===== config.mk =====
export PLATFORM = sky130hd
export DESIGN_NAME = lzr_fill
export DESIGN_NICKNAME = d
export VERILOG_FILES = /design/src/lzr_pkg.sv /design/src/lzr_fill.sv
export SDC_FILE = /design/constraint.sdc
export NUM_CORES = 1
export LEC_CHECK = 0
export BUFFER_PORTS_ARGS = -buffer_cell sky130_fd_sc_hd__buf_2
export CAP_MARGIN = 30
export CORE_ASPECT_RATIO = 1.2
export CORE_MARGIN = 4
export CORE_UTILIZATION = 59
export DETAILED_ROUTE_END_ITERATION = 6
export GPL_TIMING_DRIVEN = 0
export PLACE_DENSITY = 0.79
export SYNTH_ARGS = -nofsm -noshare
export SYNTH_HDL_FRONTEND = slang
export SYNTH_SLANG_ARGS = --single-unit
export TNS_END_PERCENT = 1

===== constraint.sdc =====
create_clock -name clk -period 4.03 [get_ports clk]
set_input_delay 0.806 -clock clk [delete_from_list [all_inputs] [get_ports clk]]
set_output_delay 0.806 -clock clk [all_outputs]
set_load 0.005 [all_outputs]

===== src/lzr_pkg.sv =====
// lzr_pkg: shared constants, types and codes for the lzss/rle stream decoder
// used by lzr_fill, lzr_pack and lzss_rle_stream_decoder; no dependencies
package lzr_pkg;

	localparam int WINDOW_SIZE = 4096;
	localparam int WIN_AW      = 12;
	localparam int OUT_LANES   = 8;
	localparam int OUT_W       = OUT_LANES * 8;
	localparam int CNT_W       = 4;
	localparam int LEN_W       = 9;

	localparam int MAX_COPY_V1 = 18;
	localparam int MAX_COPY_V3 = 17;

	localparam logic [WIN_AW-1:0] WP_START_V1 = WIN_AW'(WINDOW_SIZE - MAX_COPY_V1);
	localparam logic [WIN_AW-1:0] WP_START_V3 = WIN_AW'(WINDOW_SIZE - MAX_COPY_V3);

	localparam logic [15:0] FLAG_FILL = 16'hff00;
	localparam logic [3:0]  RUN_CODE  = 4'hf;

	// parser phase codes
	localparam logic [1:0] PH_START  = 2'd0;
	localparam logic [1:0] PH_TOKEN  = 2'd1;
	localparam logic [1:0] PH_FIRST  = 2'd2;
	localparam logic [1:0] PH_SECOND = 2'd3;

	typedef enum logic [5:0] {
		S_FILL  = 6'b000001,
		S_IDLE  = 6'b000010,
		S_RUN   = 6'b000100,
		S_CRD   = 6'b001000,
		S_CWR   = 6'b010000,
		S_FLUSH = 6'b100000
	} dec_state_t;

	// sequencer to packer
	typedef struct packed {
		logic       push;
		logic [7:0] data;
		logic       flush;
		logic       last;
	} pack_ctl_t;

	// packer to sequencer
	typedef struct packed {
		logic full;
		logic out_free;
	} pack_sts_t;

endpackage


===== src/lzr_fill.sv =====
// lzr_fill: sweeps the history window once, writing its preset byte pattern
// depends on lzr_pkg
module lzr_fill (
	input  logic                      clk,
	input  logic                      arst_n,
	input  logic                      start,
	output logic                      busy,
	output logic [lzr_pkg::WIN_AW-1:0] addr,
	output logic [7:0]                data
);
	import lzr_pkg::*;

	logic [WIN_AW-1:0] fa_q;
	logic [7:0]        fn_q;
	logic [2:0]        fr_q;
	logic              busy_q;

	// low half: n,0 pairs; then groups of seven n,ff,..,n; top 256 bytes zero
	always_comb begin
		if (!fa_q[WIN_AW-1]) begin
			data = fa_q[0] ? 8'h00 : fa_q[10:3];
		end else if (fa_q[WIN_AW-1 -: 4] == 4'hf) begin
			data = 8'h00;
		end else begin
			data = fr_q[0] ? 8'hff : fn_q;
		end
	end

	assign addr = fa_q;
	assign busy = busy_q;

	always_ff @(posedge clk or negedge arst_n) begin
		if (!arst_n) begin
			fa_q   <= '0;
			fn_q   <= '0;
			fr_q   <= '0;
			busy_q <= 1'b1;
		end else if (start) begin
			fa_q   <= '0;
			fn_q   <= '0;
			fr_q   <= '0;
			busy_q <= 1'b1;
		end else if (busy_q) begin
			fa_q <= fa_q + 1'b1;
			if (fa_q[WIN_AW-1]) begin
				if (fr_q == 3'd6) begin
					fr_q <= '0;
					fn_q <= fn_q + 1'b1;
				end else begin
					fr_q <= fr_q + 1'b1;
				end
			end
			if (fa_q == {WIN_AW{1'b1}}) begin
				busy_q <= 1'b0;
			end
		end
	end

endmodule


* After elaboration in Yosys (flattened, before gate mapping)
Index checks and enable logic that the tools add are counted. Widths: inputs -> output; s select.
Word-level totals: bits in registers 24, bits in latches 0, bits in writable memories 0, bits in read-only memories 0, word-level logic and storage cells 32, memories 0
Cells by class: add/subtract/negate cells 3, multiply operators 0, div/mod/pow operators 0, magnitude comparators 0, eq/ne operators 3, shift-type cells 0, mux-type cells 17, bitwise operators 0, reduce and logical (&&, ||, !) cells 5
Operator list (number):
- $mux 8 | 8
- $mux 12 | 2
- $add 12x1->12 const B | 1
- $eq 12x12->1 const B | 1
- $mux 3 | 4
- $add 8x1->8 const B | 1
- $reduce_bool 2->1 | 3
- $eq 4x4->1 const B | 1
- $add 3x1->3 const B | 1
- $eq 3x3->1 const B | 1
- $mux 1 | 3
- $reduce_and 3->1 | 1
- $reduce_and 2->1 | 1

* Depth between registers and ports, before layout
depth after elaboration 5, mapped depth 5, depth with buffers taken out 4

* Least setup slack after synthesis
Ideal clock, no wire load.
kind flip-flop to output port, start register fa_q[11] (netlist: addr[11]), end output data[0], data arrival time 975 ps, data required time 3224 ps, path slack 2249 ps, cell stages (with the launch flop) 5, cell sequence dfrtp_1 buf_6 nor2_1 nand2_1 o21ai_0
On the way: word-level cells in the longest chain between the ends 3
Ends and longest elaborated chain:
- from (decl) | RTL line lzr_fill.sv:13 | logic [WIN_AW-1:0] fa_q;
- from (signal assigned) | RTL line lzr_fill.sv:44 | fa_q <= fa_q + 1'b1;
- $eq 4x4->1 | RTL line lzr_fill.sv:22 | end else if (fa_q[WIN_AW-1 -: 4] == 4'hf) begin
- $mux 8 | RTL line lzr_fill.sv:22
- $mux 8 * | RTL line lzr_fill.sv:20 | if (!fa_q[WIN_AW-1]) begin
- to (decl) | RTL line lzr_fill.sv:9 | output logic [7:0] data
Mark *: on every way between the ends. The rest lies on a longest branch, timed or not.

* Worst setup path in the final report
start register fa_q[11] (netlist: addr[11]), end output data[4]
The elaborated chain is that of the path after synthesis.

==> impl_results.md <==
* DRC viols at 0
* Resize count post-CTS at 0
* Fin nets at 186
* Routed Antenna Nets at 0
* Mapped Cells at between 150 and 200
* Final core occ at between 70 and 80%
* Synth area leaders: dfrtp_1, a21oi_1, nand2_1
* Mean Syn Cell Area at 8.897 um^2
* Crit-path cells: buf_6 > nor2_1 > nand2_1 > o21ai_0 > buf_2
* Most numerous cell in the Yosys netlist: dfrtp_1
* Worst Setup End Kind: output pin
* Hold Vio Cnt, Final at 0
* CP Max Fanout at 9
* Synth area leader: dfrtp_1
* Min-Delay Path Class: input port to async pin
* Worst setup SP type: flip-flop
* Maximum VDD drop at 0.2216 mV
* Setup TNS at 0 ns
* Via density at between 6 and 7
* Gr usage total at 21.67%
* # setup viols final at 0
* Rel. slew slack at around 65%
* Total power at between 300 and 400 uW
* H-tree depth at 1
* Die Span X at just over 50 um
* CP max stage delay at approximately 0.42 ns
* Fmax at slightly above 0.4 GHz
* PD cells at between 200 and 300 mW/mm^2
* Crit path required time at around 3.2 ns
* Post-CTS setup buffer count at 0
* Syn nets at 159
* Mapped cell area at between 0.001 and 0.0015 mm^2
* Grt total ovfl at 0
* Post-synth top area share at 42.01%
* Crit path buf inv count at 2
* Slowest-stage cell, CP: dfrtp_1
* Post-synth EDFFs at 0
* Vias in the first global route at roughly 1,200
* Placeable Area at 0.002140 mm^2
* Sequential share of the synthesized area at 43.93%
* Max Cap Viol at 0
* Die Span Y at just over 60 um
* FF/Latch Area at 601.8 um^2
* DIE AREA at roughly 0.0032 mm^2
* Main synth FF type: dfrtp_1
* Layout cells sized above 1 at about 18%
* Warnings, synthesis at 0
* Clk_lat worst skew at 0.32 ns
* Footprint of the multi-input gates at between 700 and 800 um^2
* Wire per inst at ~15 um
* Initial antenna violation count at 0
* Clk buf depth at 2
* Via count at 1,291
* CP Class: flip-flop to output pin
* Clock skew at 0.003916 ns
* Placer Congestion at a little under 0.8
* CTS hold repair buffers at 0
* TritonRoute pass-1 iters at 4
* Diode count at 0
* Clk sinks at 24
* Site Rows at 18
* Initial Util at between 60% and 70%
* Number of port buffers at 22
* TritonCTS clock tree: done
* DRT iter0 DRCs at 54
* CP top delay family: simple AND/OR/NAND/NOR gates
* Slew Viols, Final at 0
* Status: finished, final reports clean
* Post-synthesis sequential element count at 24
* Synth cell types at 30
* Leakage at between 0.6 and 0.7 nW
* CTS clk-pin slew, worst paths at roughly 0.13 ns
* Crit path time final at about 2.4 ns
* Global-route wire length before repair at between 5000 and 6000 um
* Pin count of the biggest net entering global routing at 25
* RSZ-0062 raised after global routing: false
* Io pins at 24
* CTS Buf Count at 3
* Worst slew pin tran at between 0.5 and 0.6 ns
* Synth top cells by count: dfrtp_1, nand2_1, a21oi_1
* CTS root buf: clkbuf_4
* P&R area growth vs syn at 13.42%
* Routed WL at approximately 3100 um
* Tcrit/Tclk final at 60.71%
* Hpwl dp at around 2300 um
* FFs w/ async S/R, synth at between 90% and 100%
* Filler cell count at roughly 170
* Worst EP arrival at about 1.6 ns
## kinds of logic (layout without fill, tap and decap cells)
logic type	count (synthesis)	in the layout	synth area share (%)
adders and majority gates	2	2	1.826
DFF	24	24	43.93
buffers and inverters	10	36	3.926
AOI/OAI and AO/OA	42	42	17.44
xor gates and xnor gates	4	4	2.558
and+or+nand+nor	70	70	28.77
muxes	2	2	1.552
## final cells by class
class,count,area share [%]
sequential,24,38.73
multi-input combinational,120,45.97
timing repair buffer,22,7.085
buffer,7,2.738
tap,30,2.415
inverter,3,0.7246
clock buffer,4,2.335
## registers in the layout, indices dropped and copies added (netlist names)
name,count
addr,12
busy,1
fn_q,8
fr_q,3
## report_power, final
group	internal (mW)	total (mW)	switching, mW
clock	0.0553	0.128	0.0732
sequential	0.243	0.247	0.00361
combinational	0.00612	0.0205	0.0144
total	0.305	0.396	0.0912
## placed cells by master, fill, tap and decap left out
master | synthesis | layout
clkbuf_1 | 4 | 4
nor2_1 | 16 | 16
nand3_1 | 6 | 6
buf_2 | 1 | 23
xnor2_1 | 2 | 2
dfstp_2 | 1 | 1
a21oi_1 | 18 | 18
buf_6 | 2 | 2
nand4_4 | 2 | 2
clkbuf_8 | 0 | 1
nor2b_1 | 1 | 1
nand3b_1 | 2 | 2
xor2_1 | 2 | 2
or3_1 | 4 | 4
nand2_1 | 21 | 21
o21ai_0 | 13 | 13
or4_1 | 10 | 10
o41ai_1 | 1 | 1
dfrtp_1 | 23 | 23
inv_1 | 3 | 3
nand4_1 | 2 | 2
or3b_1 | 1 | 1
mux2i_1 | 1 | 1
mux2_1 | 1 | 1
nand4b_1 | 1 | 1
clkbuf_4 | 0 | 3
o31ai_1 | 10 | 10
nand4_2 | 1 | 1
and2_1 | 1 | 1
nand2b_1 | 1 | 1
ha_1 | 2 | 2
nor4_1 | 1 | 1
## per-layer routing
layer | vias to the layer above | wire, um | global-route usage (%)
met5 | - | 0 | 0
met4 | 0 | 27 | 4.494
met3 | 2 | 180 | 2.211
met2 | 38 | 1509 | 36.62
met1 | 636 | 1385 | 30.25
li1 | 615 | - | -
## final timing paths
| check | startpoint | endpoint | slack, ns | cells after the start |
|---|---|---|---|---|
| max reg2reg | busy | fn_q[7] | 2.41 | 4 |
| min in group clk | fn_q[7] | fn_q[7] | 0.57 | 2 |
| min reg2reg | fn_q[7] | fn_q[7] | 0.57 | 2 |
| max in group asynchronous | arst_n | busy | 3.23 | 1 |
| min | arst_n | addr[5] | 0.44 | 1 |
| max | addr[11] | data[4] | 1.58 | 5 |
## through the flow
stage	setup slack (ns)	hold slack, ns	instance area, um^2	cells
final	1.583	0.4429	1554	210
after global routing	1.456	0.4811	1554	210
after CTS	1.582	0.4655	1554	210
after detailed placement	1.958	0.5589	1518	206
after global placement	2.040	0.5407	1518	206
after floorplan	2.249	0.5104	1370	154
(Power assumes the default switching activity.)
