<file path="src/lzr_pkg.sv">
// lzr_pkg: shared constants, types and codes for the lzss/rle stream decoder
// used by lzr_fill, lzr_pack and lzss_rle_stream_decoder; no dependencies
package lzr_pkg;

	localparam int WINDOW_SIZE = 4096;
	localparam int WIN_AW      = 12;
	localparam int OUT_LANES   = 8;
	localparam int OUT_W       = OUT_LANES * 8;
	localparam int CNT_W       = 4;
	localparam int LEN_W       = 9;

	localparam int MAX_COPY_V1 = 18;
	localparam int MAX_COPY_V3 = 17;

	localparam logic [WIN_AW-1:0] WP_START_V1 = WIN_AW'(WINDOW_SIZE - MAX_COPY_V1);
	localparam logic [WIN_AW-1:0] WP_START_V3 = WIN_AW'(WINDOW_SIZE - MAX_COPY_V3);

	localparam logic [15:0] FLAG_FILL = 16'hff00;
	localparam logic [3:0]  RUN_CODE  = 4'hf;

	// parser phase codes
	localparam logic [1:0] PH_START  = 2'd0;
	localparam logic [1:0] PH_TOKEN  = 2'd1;
	localparam logic [1:0] PH_FIRST  = 2'd2;
	localparam logic [1:0] PH_SECOND = 2'd3;

	typedef enum logic [5:0] {
		S_FILL  = 6'b000001,
		S_IDLE  = 6'b000010,
		S_RUN   = 6'b000100,
		S_CRD   = 6'b001000,
		S_CWR   = 6'b010000,
		S_FLUSH = 6'b100000
	} dec_state_t;

	// sequencer to packer
	typedef struct packed {
		logic       push;
		logic [7:0] data;
		logic       flush;
		logic       last;
	} pack_ctl_t;

	// packer to sequencer
	typedef struct packed {
		logic full;
		logic out_free;
	} pack_sts_t;

endpackage

</file>
<file path="src/lzr_pack.sv">
// lzr_pack: gathers decoded bytes into 8-byte results and holds the output register
// depends on lzr_pkg
module lzr_pack (
	input  logic                         clk,
	input  logic                         arst_n,
	input  lzr_pkg::pack_ctl_t           ctl,
	output lzr_pkg::pack_sts_t           sts,
	output logic                         out_valid,
	input  logic                         out_ready,
	output logic [lzr_pkg::OUT_W-1:0]    out_bytes,
	output logic [lzr_pkg::CNT_W-1:0]    out_count,
	output logic                         out_last
);
	import lzr_pkg::*;

	logic [OUT_W-1:0] pack_q;
	logic [CNT_W-1:0] pcnt_q;
	logic             ovld_q;
	logic [OUT_W-1:0] obytes_q;
	logic [CNT_W-1:0] ocnt_q;
	logic             olast_q;

	assign sts.full     = (pcnt_q == CNT_W'(OUT_LANES));
	assign sts.out_free = !ovld_q || out_ready;

	assign out_valid = ovld_q;
	assign out_bytes = obytes_q;
	assign out_count = ocnt_q;
	assign out_last  = olast_q;

	always_ff @(posedge clk or negedge arst_n) begin
		if (!arst_n) begin
			pack_q   <= '0;
			pcnt_q   <= '0;
			ovld_q   <= 1'b0;
			obytes_q <= '0;
			ocnt_q   <= '0;
			olast_q  <= 1'b0;
		end else begin
			if (ctl.flush) begin
				ovld_q   <= 1'b1;
				obytes_q <= pack_q;
				ocnt_q   <= pcnt_q;
				olast_q  <= ctl.last;
				pack_q   <= '0;
				pcnt_q   <= '0;
			end else begin
				if (out_ready) begin
					ovld_q <= 1'b0;
				end
				if (ctl.push) begin
					pack_q[pcnt_q[$clog2(OUT_LANES)-1:0]*8 +: 8] <= ctl.data;
					pcnt_q <= pcnt_q + 1'b1;
				end
			end
		end
	end

endmodule

</file>
<file path="config.mk">
export PLATFORM = sky130hd
export DESIGN_NAME = lzr_pack
export DESIGN_NICKNAME = d
export VERILOG_FILES = /design/src/lzr_pkg.sv /design/src/lzr_pack.sv
export SDC_FILE = /design/constraint.sdc
export NUM_CORES = 1
export LEC_CHECK = 0
export ABC_AREA = 1
export BUFFER_PORTS_ARGS = -buffer_cell sky130_fd_sc_hd__buf_2
export CORE_MARGIN = 5
export CORE_UTILIZATION = 35
export CTS_BUF_LIST = sky130_fd_sc_hd__clkbuf_8
export CTS_CLUSTER_SIZE = 14
export DETAILED_ROUTE_END_ITERATION = 8
export GPL_ROUTABILITY_DRIVEN = 0
export GPL_TIMING_DRIVEN = 0
export SLEW_MARGIN = 20
export SYNTH_ARGS = -nofsm -noshare
export SYNTH_HDL_FRONTEND = slang
export SYNTH_SLANG_ARGS = --single-unit
</file>
<file path="constraint.sdc">
create_clock -name clk -period 4.11 [get_ports clk]
set_clock_uncertainty 0.2 [all_clocks]
set_input_delay 0.6165 -clock clk [delete_from_list [all_inputs] [get_ports clk]]
set_output_delay 0.6165 -clock clk [all_outputs]
set_load 0.01 [all_outputs]
</file>
Word level (Yosys, flattened, before mapping)
Index checks and enable logic that the tools add are counted.
{"block": "word_totals", "register_bits": 138, "input_bits": 14, "out_inout_bits": 72, "elab_cells": 22}
{"block": "classes", "add_sub_neg": 2, "n_eq_ne": 1, "shift": 2, "muxes": 7, "n_reduce_logical": 4}
{"operator": "64-bit two-way mux", "count": 2}
{"operator": "64-bit bitwise mux", "count": 1}
{"operator": "8-bit by 34-bit variable shift with 64-bit output (first input constant)", "count": 1}
{"operator": "8-bit by 34-bit variable part select with 64-bit output", "count": 1}
{"operator": "6-bit negator with 34-bit output", "count": 1}
{"operator": "4-bit two-way mux", "count": 2}
{"operator": "4-bit by 1-bit adder with 4-bit output (second input constant)", "count": 1}
{"operator": "4-bit equality test (second input constant)", "count": 1}
{"operator": "2-bit nonzero test", "count": 2}
{"operator": "1-bit two-way mux", "count": 2}
{"operator": "1-bit zero test", "count": 1}
{"operator": "1-bit logical OR", "count": 1}

Logic depth before layout (Yosys ltp)
Gate-level depths: netlist of run 1.
{"block": "logic_depth", "depth_word": 5, "mapped_depth": 11, "ltp_nobuf": 10}

Worst setup path after synthesis of run 1
OpenSTA, ideal clock, no wires.
{"block": "synth_path", "kind": "flip-flop to flip-flop", "startpoint": "register pcnt_q[0]", "endpoint": "register pack_q[0]", "setup_ps": 118, "arrival_time_ps": 1863, "required_ps": 3792, "path_slack_ps": 1929, "path_stages_with_launch": 11, "n_path_buf": 1, "synth_period_minus_slack_ps": 2181, "path_cell_list": "dfrtp_1 -> buf_4 -> inv_2 -> ha_1 -> ha_1 -> inv_2 -> nand3_1 -> nor2_2 -> nand2_2 -> nand3_1 -> nand2_1"}
{"block": "synth_via", "elab_chain_len": 5, "word_cells_on_any_way": 6, "classes_between": "1 x add/sub; 2 x shift; 3 x mux"}
{"item": "start, declared", "line": "lzr_pack.sv:17", "source": "logic [CNT_W-1:0] pcnt_q;"}
{"item": "start signal, assigned", "line": "lzr_pack.sv:53", "source": "pcnt_q <= pcnt_q + 1'b1;"}
{"item": "6-bit negator with 34-bit output *", "line": "lzr_pack.sv:52", "source": "pack_q[pcnt_q[$clog2(OUT_LANES)-1:0]*8 +: 8] <= ctl.data;"}
{"item": "8-bit by 34-bit variable part select with 64-bit output or 8-bit by 34-bit variable shift with 64-bit output (tied branches)", "line": "lzr_pack.sv:52"}
{"item": "64-bit bitwise mux *", "line": "lzr_pack.sv:52"}
{"item": "64-bit two-way mux *", "line": "lzr_pack.sv:51", "source": "if (ctl.push) begin"}
{"item": "64-bit two-way mux *", "line": "lzr_pack.sv:40", "source": "if (ctl.flush) begin"}
{"item": "end signal, assigned by index", "line": "lzr_pack.sv:52"}
{"item": "end, declared", "line": "lzr_pack.sv:16", "source": "logic [OUT_W-1:0] pack_q;"}
Every way passes the cells marked *; elsewhere a longest branch is shown, timed or not. The select of a mux whose other input is x is not followed.
A chain may end at the register's enable or synchronous reset.

Worst setup path in the final report of run 1
{"block": "layout_path", "startpoint": "register pcnt_q[0]", "endpoint": "register pack_q[7]"}
Same word-level chain as after synthesis.

==> results_dict.tcl, run 1 <==
set metrics [dict create \
    ys.flop_type "dfrtp_1" \
    io_buffers 83 \
    cp.arrival_ps 2720 \
    cp_top_family "simple AND/OR/NAND/NOR gates" \
    peakVddDrop_mv 0.1826 \
    reg2reg_depth 10 \
    antenna_found_initial 3 \
    synthAdderAreaFrac 0.008776 \
    worstSkewPairLatency_ps 460 \
    worst_pin_slew_ps 547.1 \
    reg2reg_from "pcnt_q[0]$_DFFE_PN0P_" \
    die_x_um 137.7 \
    fin_crit_sh 0.6251 \
    seq_area_frac_synth 0.6055 \
    areaGrowthSynthToFinish_pct 20.97 \
    nets 790 \
    clk_root_buffer_cell "clkbuf_8" \
    synth_fp_nets 686 \
    grt_pass1_wl_um 23940 \
    synth-compound-area-share 0.006143 \
    clk_pin_slew_ps 70 \
    cp_num_cells 10 \
    h-tree-depth 4 \
    synth_top_family_by_area "simple AND/OR/NAND/NOR gates" \
    drtAntennaViolNets 0 \
    rr_endpoint "pack_q[7]$_DFFE_PN0P_" \
    vias 4696 \
    synth_top_cell_by_area "dfrtp_1" \
    rsz0062_at_grt "false" \
    rrSetupSlack_ps 1540 \
    synthCells 668 \
    synth_cell_types 18 \
    drt-total-wl_um 14700 \
    p_per_area_nw_per_um2 414.8 \
    power_frac_seq 0.484 \
    track_usage 0.1648 \
    p_clk_frac 0.443 \
    synth_edf_count 0 \
    fp.coreArea_um2 15940 \
    max_stage_delay_ps 400 \
    gr-total-overflow 0 \
    avgSynthCellArea_um2 8.537 \
    min_path_type "in2reg" \
    cts_tree "built" \
    die-area_um2 18950 \
    drive_above_1_share 0.1796 \
    synthArstFlopShare 1.000 \
    synth_most_common_cell "nand2_1" \
    ys_seq_elements 138 \
    yosys.area.top_type_share 0.6055 \
    synth_xor_area_frac 0 \
    grt_max_degree 76 \
    row_count 46 \
    crit_fanout 9 \
    crit_path_end_kind "flip-flop" \
    final_core_util 0.4327 \
    final_max_slew_viol_count 0 \
    diodes 0 \
    switching_share 0.2402 \
    crit_buf_inv 3 \
    power.leakage_nw 4.001 \
    finalPower_w 0.002862 \
    p_switching_w 0.0006876 \
    cts_sinks 138 \
    yosys-top-cells-count "331 x nand2_1, 138 x dfrtp_1, 83 x nand3_1" \
    pin_count 86 \
    synth.area.top_cells "dfrtp_1 61%, nand2_1 22%, nand3_1 7.3%, nor2_1 1.6%, nand4_1 1.4%" \
    fmax_ghz 0.3892 \
    finalSetupTns_ps 0 \
    start_util 0.3577 \
    whs_path_depth 3 \
    grt_pass1_vias 4682 \
    clk_path_buf_depth 2 \
    yosysWarnings 0 \
    crit_chain "buf_4 > inv_2 > ha_1 > ha_1 > inv_2 > nand3_1 > nor2_2 > nand2_2 > nand3_1 > nand2_1" \
    worstHoldStart "ctl[0]" \
    wl_per_cell_um 14.68 \
    internal_power_w 0.002174 \
    drtIter0Drc 271 \
    syn_area_um2 5703 \
    numCtsBuffers 17 \
    crit_required_ps 4260 \
    nFillCells 1661 \
    status "complete, no violations" \
    fin_crit_ps 2569 \
    finalHoldViolations 0 \
    synth.area.mux_share 0 \
    share_comb_of_total_power 0.074 \
    cap_viol_max_count 0 \
    min_to "out_last$_DFFE_PN0P_" \
    worstSetupPathType "reg2reg" \
    slew-limit-headroom 0.6353 \
    slowest_stage "ha_1" \
    start_kind "flip-flop" \
    firstDrtPassIters 4 \
    dp_hpwl_um 10710 \
    drcViolationCount 0 \
    fp.dieH_um 137.7 \
    vias_per_cell 4.691 \
    yosys.area_share.simple 0.3451 \
    setup_viol 0 \
]
per-layer routing:
metal | part of all wire | global-route usage | wire length (um)
met1 | 0.47 | 0.2256 | 6875
met2 | 0.45 | 0.2478 | 6616
met3 | 0.061 | 0.05040 | 894
met4 | 0.019 | 0.05765 | 275
met5 | 0.0023 | 0 | 34
sequential cells by signal (all words and copies together), names as in the netlist:
| register | flops |
|---|---|
| out_last | 1 |
| pack_q | 64 |
| pcnt_q | 4 |
| out_valid | 1 |
| out_bytes | 64 |
| out_count | 4 |
power by group through the flow:
stage | combinational, W | sequential [W] | clock, W
3_5_place_dp | 0.000211 | 0.00141 | 0
5_1_grt | 0.000235 | 0.00139 | 0.00136
3_3_place_gp | 0.000207 | 0.00141 | 0
2_1_floorplan | 0.000115 | 0.00141 | 0
4_1_cts | 0.000213 | 0.00138 | 0.00130
6_report | 0.000210 | 0.00138 | 0.00127
how the worst max path moves through the flow:
stage,from,endpoint
after floorplan,pcnt_q[0]$_DFFE_PN0P_,pack_q[0]$_DFFE_PN0P_
after global placement,arst_n,out_bytes[50]$_DFFE_PN0P_
after detailed placement,pcnt_q[0]$_DFFE_PN0P_,pack_q[7]$_DFFE_PN0P_
after CTS,pcnt_q[0]$_DFFE_PN0P_,pack_q[7]$_DFFE_PN0P_
after global routing,pcnt_q[0]$_DFFE_PN0P_,pack_q[38]$_DFFE_PN0P_
final,pcnt_q[0]$_DFFE_PN0P_,pack_q[7]$_DFFE_PN0P_
logic make-up (layout without fill, tap and decap cells):
logic type | after synthesis | in the layout
AND/OR/NAND/NOR | 470 | 470
flip-flops | 138 | 138
buffers and inverters | 49 | 166
AO/OA/AOI/OAI | 7 | 7
adder cells (fa/ha/maj) | 4 | 4
stage by stage:
stage / std cells / worst slack, ps / hold WS (ps) / area, um^2
3_3_place_gp: 967 / 247.9 / 252.3 / 6389
2_1_floorplan: 668 / 1929 / 120.9 / 5703
6_report: 1001 / 1541 / 169.4 / 6899
4_1_cts: 1001 / 1572 / 143.3 / 6899
5_1_grt: 1001 / 1382 / 146.6 / 6899
3_5_place_dp: 968 / 1581 / 252.8 / 6426
final cells by class:
type	count	area, um^2	area share
well taps	216	270.3	0.03917
clock buffers	19	261.5	0.03790
clock inverters	13	201.4	0.02920
inverters	21	78.83	0.01143
flip-flops and latches	138	3453	0.5005
plain buffers	28	117.6	0.01705
multi-input cells	481	2053	0.2976
repair buffers	85	462.9	0.06710
placed cells by master (no fill, tap or decap), drive strengths merged:
cell type | Yosys | routed
nand2 | 335 | 335
dfrtp | 138 | 138
buf | 13 | 97
nand3 | 83 | 83
nor2 | 35 | 35
clkbuf | 15 | 34
inv | 21 | 24
nand4 | 13 | 13
o21ai | 5 | 5
bufinv | 0 | 5
clkinv | 0 | 5
nor3 | 4 | 4
ha | 4 | 4
a21oi | 2 | 2
dlygate4sd3 | 0 | 1
worst min-delay path: stages:
cell and delay [ps]:
buf_2 70, nand2_1 40, nand2_1 50
repair_timing:
| action | in CTS | in global routing |
|---|---|---|
| setup buffers | 0 | 0 |
| endpoints found under the hold margin | 63 | 0 |
| gates resized for setup | 0 | 0 |
| hold buffers | 1 | 0 |
Note: power is estimated with default switching activity, not from simulation.
==> run 2, diff against run 1 <==
- clock period: 4.11 -> 2.5 ns (I/O delays scaled with it)
==> run 2 against run 1 <==
Register-to-register slack lost 1400 ps. Maximum frequency is 8.6% higher. Global-route usage increased by 0.078 points. Sequential power rose by 65%. Clock power is 64% higher. Critical endpoint is now pack_q[4]$_DFFE_PN0P_. Largest cell class unchanged.
==> results_dict.tcl, run 2 (synthesized netlist as in run 1, its figures left out) <==
set metrics [dict create \
    dp_slack_ps -28.59 \
    met1_usage 0.2267 \
    cp.arrival_ps 2550 \
    finalHoldViolations 0 \
    track_usage 0.1655 \
    fin_crit_sh 0.9460 \
    fmax_ghz 0.4228 \
    power_frac_seq 0.482 \
    holdWs_ps 34.27 \
    start_util 0.3577 \
    min_to "pack_q[8]$_DFFE_PN0P_" \
    status "complete, no violations" \
    setup_viol 0 \
    crit_chain "buf_4 > inv_2 > ha_2 > ha_2 > inv_4 > nand3_1 > nor2_4 > buf_4 > nand4_1 > nand2_1" \
    whs_path_depth 3 \
    drtAntennaViolNets 0 \
    cp_top_family "buffers and inverters" \
    cap_viol_max_count 0 \
    share_comb_of_total_power 0.079 \
    max_stage_delay_ps 390 \
    grt_max_degree 76 \
    clk_path_buf_depth 2 \
    reg2reg_depth 10 \
    dp_hpwl_um 10710 \
    final_core_util 0.4400 \
    vias 4725 \
    firstDrtPassIters 4 \
    nets 799 \
    row_count 46 \
    use_met3 0.04821 \
    clk_root_buffer_cell "clkbuf_8" \
    internal_power_w 0.003592 \
    start_kind "flip-flop" \
    io_buffers 83 \
    grt_pass1_wl_um 24100 \
    power.leakage_nw 4.047 \
    min_path_type "in2reg" \
    final_max_slew_viol_count 0 \
    finalSetupTns_ps 0 \
    gr-total-overflow 0 \
    final_cell_mix "331 x nand2_1, 138 x dfrtp_1, 89 x buf_2" \
    h-tree-depth 4 \
    crit_required_ps 2690 \
    fp.dieH_um 137.7 \
    crit_fanout 9 \
    numCtsBuffers 17 \
    slowest_stage "dfrtp_1" \
    fp.coreArea_um2 15940 \
    worstSkewPairLatency_ps 450 \
    pin_count 86 \
    switching_share 0.2400 \
    fin_ws_ps 134.9 \
    drt-total-wl_um 14780 \
    clk_pin_slew_ps 70 \
    fin_crit_ps 2365 \
    p_clk_frac 0.439 \
    cts_sinks 138 \
    final_common_cell "nand2_1" \
    grt_pass1_vias 4720 \
    worstSetupPathType "reg2reg" \
    die_x_um 137.7 \
    p_switching_w 0.001134 \
    drive_above_1_share 0.1839 \
    antenna_found_initial 1 \
    worstHoldStart "ctl[2]" \
    cts_tree "built" \
    grt_use_met2 0.2508 \
    p_per_area_nw_per_um2 673.8 \
    diodes 0 \
    reg2reg_from "pcnt_q[0]$_DFFE_PN0P_" \
    rsz0062_at_grt "false" \
    rrSetupSlack_ps 130 \
    areaGrowthSynthToFinish_pct 22.99 \
    peakVddDrop_mv 0.3008 \
    die-area_um2 18950 \
    wl_per_cell_um 14.63 \
    crit_path_end_kind "flip-flop" \
    busiest_layer "met2" \
    drcViolationCount 0 \
    worst_pin_slew_ps 583.6 \
    vias_per_cell 4.678 \
    slew-limit-headroom 0.6110 \
    crit_buf_inv 4 \
    drtIter0Drc 298 \
    rr_endpoint "pack_q[4]$_DFFE_PN0P_" \
]
-- run 2: changes by cell type in the layout (fill, tap and decap cells not counted), moves of 2 or more --
cell,before,now
nor2_4,5,9
ha_2,0,2
nor2_2,6,2
buf_4,1,4
ha_1,4,2
dlygate4sd3_1,1,7
-- run 2: how the worst max path moves through the flow --
stage | start | to | depth (start not counted)
4_1_cts | pcnt_q[0]$_DFFE_PN0P_ | pack_q[8]$_DFFE_PN0P_ | 9
3_5_place_dp | pcnt_q[0]$_DFFE_PN0P_ | pack_q[7]$_DFFE_PN0P_ | 10
3_3_place_gp | arst_n | out_bytes[50]$_DFFE_PN0P_ | 1
5_1_grt | pcnt_q[0]$_DFFE_PN0P_ | pack_q[31]$_DFFE_PN0P_ | 9
6_report | pcnt_q[0]$_DFFE_PN0P_ | pack_q[4]$_DFFE_PN0P_ | 10
2_1_floorplan | pcnt_q[0]$_DFFE_PN0P_ | pack_q[0]$_DFFE_PN0P_ | 10
-- run 2: repair_timing --
action / CTS / global route
endpoints found under the hold margin: 69 / 0
resized for setup: 1 / 7
buffers inserted: 1 / 2
hold buffers: 7 / 0
pin swaps: 1 / 1
endpoints found under the setup margin: 16 / 48
-- run 2: metrics by stage --
| stage | std cells | area [um^2] | power, W |
|---|---|---|---|
| floorplan | 668 | 5703 | 0.002514 |
| global placement | 967 | 6389 | 0.002659 |
| detailed placement | 968 | 6426 | 0.002667 |
| CTS | 1008 | 6972 | 0.004769 |
| global route | 1010 | 7014 | 0.004923 |
| finish | 1010 | 7014 | 0.004726 |
-- run 2: power by group through the flow --
| stage | Sequential, W | Clock [W] | Combinational (W) |
|---|---|---|---|
| floorplan | 0.00233 | 0 | 0.000189 |
| global placement | 0.00232 | 0 | 0.000340 |
| detailed placement | 0.00232 | 0 | 0.000348 |
| CTS | 0.00228 | 0.00213 | 0.000361 |
| global route | 0.00228 | 0.00223 | 0.000415 |
| finish | 0.00228 | 0.00208 | 0.000374 |
-- run 2: worst register-to-register path: stages (launching register included) --
cell and delay [ps]:
dfrtp_1 390, buf_4 180, inv_2 110, ha_2 230, ha_2 350, inv_4 140, nand3_1 130, nor2_4 250
buf_4 160, nand4_1 90, nand2_1 90
-- run 2: layout make-up --
class	instances	area, um^2
sequential	138	3453
fill	1649	8929
tap	216	270.3
inverter	21	81.33
clock buffer	19	261.5
multi-input combinational	481	2083
buffer	28	117.6
clock inverter	13	201.4
timing repair buffer	94	545.5
-- run 2: metal layers --
metal | routed length [um] | vias to the layer above
li1 | - | 2357
met3 | 911 | 27
met5 | 13 | -
met1 | 6918 | 2216
met4 | 260 | 2
met2 | 6676 | 123
